===== config.mk =====
export PLATFORM = sky130hd
export DESIGN_NAME = kfc_front
export DESIGN_NICKNAME = d
export VERILOG_FILES = /design/src/kfc_pkg.sv /design/src/kfc_front.sv
export SDC_FILE = /design/constraint.sdc
export NUM_CORES = 1
export LEC_CHECK = 0
export BUFFER_PORTS_ARGS = -buffer_cell sky130_fd_sc_hd__buf_2
export CELL_PAD_IN_SITES_DETAIL_PLACEMENT = 1
export CELL_PAD_IN_SITES_GLOBAL_PLACEMENT = 2
export CORE_MARGIN = 10
export CORE_UTILIZATION = 30
export CTS_BUF_LIST = sky130_fd_sc_hd__clkbuf_16
export CTS_CLUSTER_SIZE = 8
export DETAILED_ROUTE_END_ITERATION = 8
export PLACE_DENSITY_LB_ADDON = 0.1
export REMOVE_ABC_BUFFERS = 1
export SLEW_MARGIN = 40
export SYNTH_ARGS = -nofsm -noshare
export SYNTH_HDL_FRONTEND = slang
export SYNTH_SLANG_ARGS = --single-unit

===== constraint.sdc =====
create_clock -name clk -period 4.2 [get_ports clk]
set_input_delay 1.05 -clock clk [delete_from_list [all_inputs] [get_ports clk]]
set_output_delay 1.05 -clock clk [all_outputs]
set_load 0.01 [all_outputs]

===== src/kfc_pkg.sv =====
// ----------------------------------------------------------------------------
// KNX TP1 frame checker package
// Shared constants and the telegram record that flows from the front end
// through the result queue to the output stage.
// ----------------------------------------------------------------------------
package kfc_pkg;

  localparam int HEADER_BYTES        = 6;
  localparam int MAX_FRAME_BYTES_DEF = 23;
  localparam int HDR_STORE_BYTES     = 8;
  localparam int HDR_IDX_W           = $clog2(HDR_STORE_BYTES);
  localparam int POS_W               = 5;
  localparam int QUEUE_DEPTH         = 2;
  localparam int QUEUE_PTR_W         = $clog2(QUEUE_DEPTH);
  localparam int QUEUE_CNT_W         = $clog2(QUEUE_DEPTH + 1);

  localparam logic [7:0] XOR_PRESET   = 8'hFF;
  localparam logic [7:0] LEN_MASK     = 8'b0000_1111;
  localparam logic [7:0] REPEAT_MASK  = 8'b0010_0000;
  localparam logic [7:0] GROUP_MASK   = 8'b1000_0000;
  localparam logic [7:0] ROUTING_MASK = 8'b0111_0000;
  localparam logic [7:0] COMM_MASK    = 8'b1100_0000;

  // Raw telegram bytes plus the checksum verdict, decoded at the output stage.
  typedef struct packed {
    logic       ok;
    logic [7:0] ctrl;
    logic [7:0] src_hi;
    logic [7:0] src_lo;
    logic [7:0] dst_hi;
    logic [7:0] dst_lo;
    logic [7:0] npci;
    logic [7:0] tpci;
    logic [7:0] apci;
  } frame_rec_t;

endpackage


===== src/kfc_front.sv =====
// ----------------------------------------------------------------------------
// KNX TP1 frame checker front end
// Tracks the byte position, folds bytes into the running XOR, keeps the first
// eight bytes and emits one telegram record when the check byte arrives.
// ----------------------------------------------------------------------------
module kfc_front #(
  parameter int MAX_FRAME_BYTES = kfc_pkg::MAX_FRAME_BYTES_DEF
) (
  input  logic                clk,
  input  logic                rst,
  input  logic                push,
  input  logic                stall,
  input  logic [7:0]          data_byte,
  input  logic                frame_start,
  output logic                rec_valid,
  output kfc_pkg::frame_rec_t rec
);

  localparam logic [kfc_pkg::POS_W-1:0] POS_MAX = kfc_pkg::POS_W'(MAX_FRAME_BYTES);
  localparam logic [kfc_pkg::POS_W-1:0] POS_HDR_LAST = kfc_pkg::POS_W'(kfc_pkg::HEADER_BYTES - 1);
  localparam logic [kfc_pkg::POS_W-1:0] POS_CHECK_BASE =
    kfc_pkg::POS_W'(kfc_pkg::HEADER_BYTES + 1);

  logic [kfc_pkg::POS_W-1:0] pos;
  logic [kfc_pkg::POS_W-1:0] pos_next;
  logic [7:0]                run_xor;
  logic [7:0]                run_xor_next;
  logic                      active;
  logic                      active_next;
  logic [7:0]                hdr [kfc_pkg::HDR_STORE_BYTES];

  logic [kfc_pkg::POS_W-1:0] pos_eff;
  logic [7:0]                xor_eff;
  logic                      active_eff;
  logic [kfc_pkg::POS_W-1:0] check_pos;
  logic                      take;
  logic                      is_over;
  logic                      is_check;
  logic                      hdr_we;

  always_comb begin
    take       = push && !stall;
    pos_eff    = frame_start ? '0 : pos;
    xor_eff    = frame_start ? kfc_pkg::XOR_PRESET : run_xor;
    active_eff = frame_start || active;
    check_pos  = POS_CHECK_BASE + {1'b0, hdr[5][3:0]};
    is_over    = pos_eff >= POS_MAX;
    is_check   = (pos_eff > POS_HDR_LAST) && (pos_eff == check_pos);

    pos_next     = pos;
    run_xor_next = run_xor;
    active_next  = active;
    hdr_we       = 1'b0;
    rec_valid    = 1'b0;
    if (take && active_eff) begin
      if (is_over) begin
        // Telegram ran past the longest allowed length: drop it silently.
        active_next  = 1'b0;
        pos_next     = pos_eff;
        run_xor_next = xor_eff;
      end else if (is_check) begin
        active_next = 1'b0;
        rec_valid   = 1'b1;
      end else begin
        hdr_we       = 1'b1;
        active_next  = 1'b1;
        run_xor_next = xor_eff ^ data_byte;
        pos_next     = pos_eff + 1'b1;
      end
    end

    rec.ok     = (data_byte == xor_eff);
    rec.ctrl   = hdr[0];
    rec.src_hi = hdr[1];
    rec.src_lo = hdr[2];
    rec.dst_hi = hdr[3];
    rec.dst_lo = hdr[4];
    rec.npci   = hdr[5];
    rec.tpci   = hdr[6];
    rec.apci   = hdr[7];
  end

  always_ff @(posedge clk) begin
    if (rst) begin
      pos     <= '0;
      run_xor <= kfc_pkg::XOR_PRESET;
      active  <= 1'b0;
    end else begin
      pos     <= pos_next;
      run_xor <= run_xor_next;
      active  <= active_next;
    end
  end

  // Only the first eight bytes of a telegram are kept.
  always_ff @(posedge clk) begin
    if (hdr_we && (pos_eff[kfc_pkg::POS_W-1:kfc_pkg::HDR_IDX_W] == '0)) begin
      hdr[pos_eff[kfc_pkg::HDR_IDX_W-1:0]] <= data_byte;
    end
  end

  a_emit_closes: assert property (@(posedge clk) disable iff (rst)
    rec_valid |=> !active)
    else $error("telegram still open after its check byte");

  a_pos_bound: assert property (@(posedge clk) disable iff (rst)
    pos <= POS_MAX)
    else $error("byte position beyond the longest telegram");

endmodule


# Yosys cells after proc, flatten, opt, wreduce, memory -nomap -nowiden

Memories as Yosys holds them, arrays and structs flattened.
Index checks and enable logic that the tools add are counted.

Bits in registers: 14
Latch bits: 0
Memory bits (writable): 64
ROM bits: 0
Bits of input ports: 13
Output and inout port bits: 66
Memories: 1

Memories:

| name | words | width | read ports | clocked after Yosys merged registers in | write ports | RTL line        | text |
|---|---|---|---|---|---|---|---|
| hdr  | 8     | 8     | 8          | 0                                       | 1           | kfc_front.sv:30 | `logic [7:0] hdr [kfc_pkg::HDR_STORE_BYTES];` |

Add/sub/neg operators: 2
$mul: 0
Div/mod/pow operators: 0
Magnitude comparators: 2
Equality and inequality tests: 3
Shift-type cells: 0
Multiplexer cells: 14
Bitwise gates (word level): 1
Reductions and logical operators: 8

Operator list:

| kind                | count |
|---|---|
| $mux 8              | 3 |
| $mux 5              | 3 |
| $eq 8x8->1          | 1 |
| $mux 1              | 8 |
| $xor 8x8->8         | 1 |
| $add 3x4->5 const A | 1 |
| $add 5x1->5 const B | 1 |
| $eq 5x5->1          | 1 |
| $ge 5x5->1 const B  | 1 |
| $gt 5x3->1 const B  | 1 |
| $logic_and 1x1->1   | 4 |
| $logic_not 2->1     | 1 |
| $ne 2x2->1 const B  | 1 |
| $reduce_and 2->1    | 1 |
| $logic_not 1->1     | 1 |
| $logic_or 1x1->1    | 1 |

# Longest topological paths before layout

Depth after elaboration: 9
Depth in mapped cells: 10

# Least setup slack after synthesis

OpenSTA, ideal clock, no wires.

Kind: input -> output
Start point: in frame_start
End point: out rec_valid
Arrival: 2895 ps
Path slack: 255 ps
Cell stages on the path: 9
Path buffers: 3
Cells stage by stage: buf_2 -> clkbuf_1 -> clkbuf_1 -> nor2_1 -> ha_1 -> a21o_1 -> a21oi_2 -> nand2_1 -> nor3_1

Cells in the longest elaborated chain, start to end: 6

RTL lines:

| item                                     | RTL line        | text |
|---|---|---|
| start: declaration                       | kfc_front.sv:14 | `input logic frame_start,` |
| $mux 5                                   | kfc_front.sv:43 | `pos_eff = frame_start ? '0 : pos;` |
| $gt 5x3->1 or $eq 5x5->1 (tied branches) | kfc_front.sv:48 | `is_check = (pos_eff > POS_HDR_LAST) && (pos_eff == check_pos);` |
| $logic_and 1x1->1                        | kfc_front.sv:48 |  |
| $mux 1                                   | kfc_front.sv:61 | `end else if (is_check) begin` |
| $mux 1                                   | kfc_front.sv:56 | `if (is_over) begin` |
| $mux 1 (*)                               | kfc_front.sv:55 | `if (take && active_eff) begin` |
| end: declaration                         | kfc_front.sv:15 | `output logic rec_valid,` |

Every way passes the cells marked *; elsewhere a longest branch is shown, timed or not.

# Worst setup path after layout

Same ends and word-level chain as after synthesis.

==> out/results.txt <==
run status: finished clean
P per Cell Area: 420 nW/µm²
Final Total Pwr: 1.79 mW
postcts setup bufs: 0
HP Class: register to register
DRC viols: 0
Clk pin slew, worst setup/hold paths: 60 ps
Rows: 38
Mapped Area: 3340 µm²
Final period util: 88.9%
final net count: 351
Hold Fails Final Rpt: 0
clk root buf: clkbuf_16
#FFs+latches synth: 78
RSZ-0062 raised after global routing: no
TNS Setup: 0 ps
vias in the first global route: 2513
Synth top area share: 57.6%
I/O pin cnt: 79
post-layout min period: 3740 ps
Post-CTS Hold Buffers: 0
clock latency on the worst-skew pair: 330 ps
r2r startpoint: pos[0]
starting density of the core: 30.6%
Synth cell types: 44
CP Class: input pin to output port
Int Power: 1.41 mW
max_slew headroom: 70.1%
cell family with most CP delay: simple AND/OR/NAND/NOR gates
Gate power share: 5.3%
fin. max-slew vios: 0
CP Cell Sequence: buf_2, nand2b_1, inv_1, ha_1, a21o_1, a21oi_2, nand2_1, nor3_1, buf_2
P&R area growth vs syn: 28.0%
Worst setup SP type: input pin
final antenna-violating net count: 0
clock sinks: 78
critical path peak fanout: 15
DP HPWL: 6.78 mm
initial antenna violation count: 0
register area share after synthesis: 66.0%
hold path startpoint: active
Port Buffer Count: 78
DR vias/cell: 4.94
CORE AREA: 10900 µm²
Synth area leader: edfxtp_1
cts repair resizes: 0
yosys warns: 0
worst-margin pin slew: 437 ps
Total Routing Usage GR: 12.1%
dpl cells: 464
CP max-delay cell: buf_2
Placer Congestion: 0.767
sequential share of power: 47.9%
clock buffer depth: 2
clock share of power: 46.7%
via count: 2373
CTS tree: done
Mapped Avg Cell Area: 13.5 µm²
share of post-route cells with drive strength above 1: 34.4%
Die ar.: 15700 µm²
Starting DRT DRC Count: 163
Peak supply drop: 0.000139 V
Net Switching: 0.384 mW
clk_skew: 6.77 ps
drt pass-1 iters: 4
GRT overflow: 0
Leak: 1.61 nW
Fmax: 0.268 GHz
final core occ: 39.2%
top cells by area, synth: edfxtp_1 58%, dfxtp_1 8.4%, a21o_1 4.9%
WL final: 9.59 mm
WL per Instance: 20.0 µm
first-pass GRT wire length: 15.0 mm
H-tree Lvls: 3
Critical Path RT: 3150 ps
Finish-stage setup viols: 0
Sw Ratio: 21.4%
Hold WS: 475 ps
non-filler instance count after layout: 480
CP most frequent cell: buf_2
Setup crit end kind: output port
arrival time worst endpoint: 2690 ps
largest net degree at the start of global routing: 23
n_diodes: 0
Die Y: 125 µm
cells after synthesis: 248
max_cap viols: 0
Buf/Inv on CP: 3
CP startpoint: frame_start
CP max stage delay: 260 ps
Die Width: 125 µm
TritonCTS Buffers: 9
cell usage in the layout (no fill, tap or decap), drive strengths merged, types with 5 or more instances in the layout:
cell type / synthesis / final
clkbuf: 12 / 9
dfxtp: 14 / 14
a22oi: 5 / 5
buf: 5 / 93
nor2b: 10 / 10
a21oi: 11 / 11
edfxtp: 64 / 64
xnor2: 10 / 10
o311a: 8 / 8
o21ai: 5 / 5
inv: 6 / 7
nor3: 15 / 15
nor2: 11 / 11
o2111ai: 10 / 10
a21o: 22 / 22
worst paths after layout:
path,end,cells after the start,slack (ps)
worst max-delay path,rec_valid,9,460
worst min-delay path,active,2,480
worst max register to register,hdr[4][3],9,1340
worst min register to register,active,2,480
registers in the layout, summed over array words and instances (netlist names):
register	cells
hdr	64
pos	5
active	1
run_xor	8
worst reg2reg max path: stages (launching register included):
cell       delay [ps]
dfxtp_1           500
inv_1             210
nor2_1            250
ha_1              190
a31oi_1           100
o2111ai_1         300
buf_4             330
o21ai_2           170
nor4b_1           290
buf_4             230
per-layer routing:
layer  vias up  routed length [µm]  global-route usage, %
li1       1147                   -                      -
met1      1137                4540                   15.5
met2        76                4270                   18.9
met3        13                 585                   3.08
met4         0                 192                   5.49
met5         -                   0                      0
cell type report:
cell class	count	area (µm²)
clock inverters	7	96.3
fillers	1187	6620
flip-flops and latches	78	2200
repair buffers	93	503
inverters	6	22.5
clock buffers	9	225
well taps	140	175
multi-input cells	147	1050
cells by family after synthesis:
| kind of cell | count (synthesis) | synth area share [%] |
|---|---|---|
| muxes | 2 | 0.637 |
| and+or+nand+nor | 57 | 9.49 |
| adders and majority gates | 3 | 1.12 |
| AOI/OAI and AO/OA | 75 | 17.3 |
| buffers and inverters | 23 | 2.81 |
| DFF | 78 | 66.0 |
| xor gates and xnor gates | 10 | 2.62 |
synth_stat cells:
cell type and number:
edfxtp_1 64, a21o_1 22, dfxtp_1 14, nor3_1 14, clkbuf_1 11, a21oi_1 10, nor2_1 10, nor2b_1 10
o2111ai_1 10, xnor2_1 10, o311a_1 8, inv_1 6, a22oi_1 5, buf_2 5, a22o_1 4, nand2_1 4
nor4_1 4, ha_1 3, nand2b_1 3, o21ai_0 3, a211oi_1 2, and3b_1 2, nor4b_1 2, or2_2 2
a2111oi_0 1, a21oi_2 1, a221oi_1 1, a31oi_1 1, and2_1 1, clkbuf_2 1, mux2_2 1, mux2i_1 1
nand3_1 1, nand4_1 1, nor2_2 1, nor3_2 1, o2111a_1 1, o211a_1 1, o21ai_1 1, o21ai_2 1
o21bai_1 1, o311ai_1 1, o32ai_1 1, or3_1 1
power by group through the flow:
stage	combinational [mW]	sequential [mW]	clock [mW]
after floorplan	0.0486	0.874	0
after global placement	0.0957	0.875	0
after detailed placement	0.0980	0.875	0
after CTS	0.0987	0.859	0.860
after global routing	0.108	0.860	0.899
final	0.0958	0.859	0.838
metrics by stage:
| step | setup WS [ps] | cell area (µm²) |
|---|---|---|
| floorplan | 239 | 3270 |
| global placement | 532 | 3950 |
| detailed placement | 434 | 3950 |
| CTS | 423 | 4270 |
| global route | 271 | 4270 |
| finish | 464 | 4270 |
(Power assumes the default switching activity.)
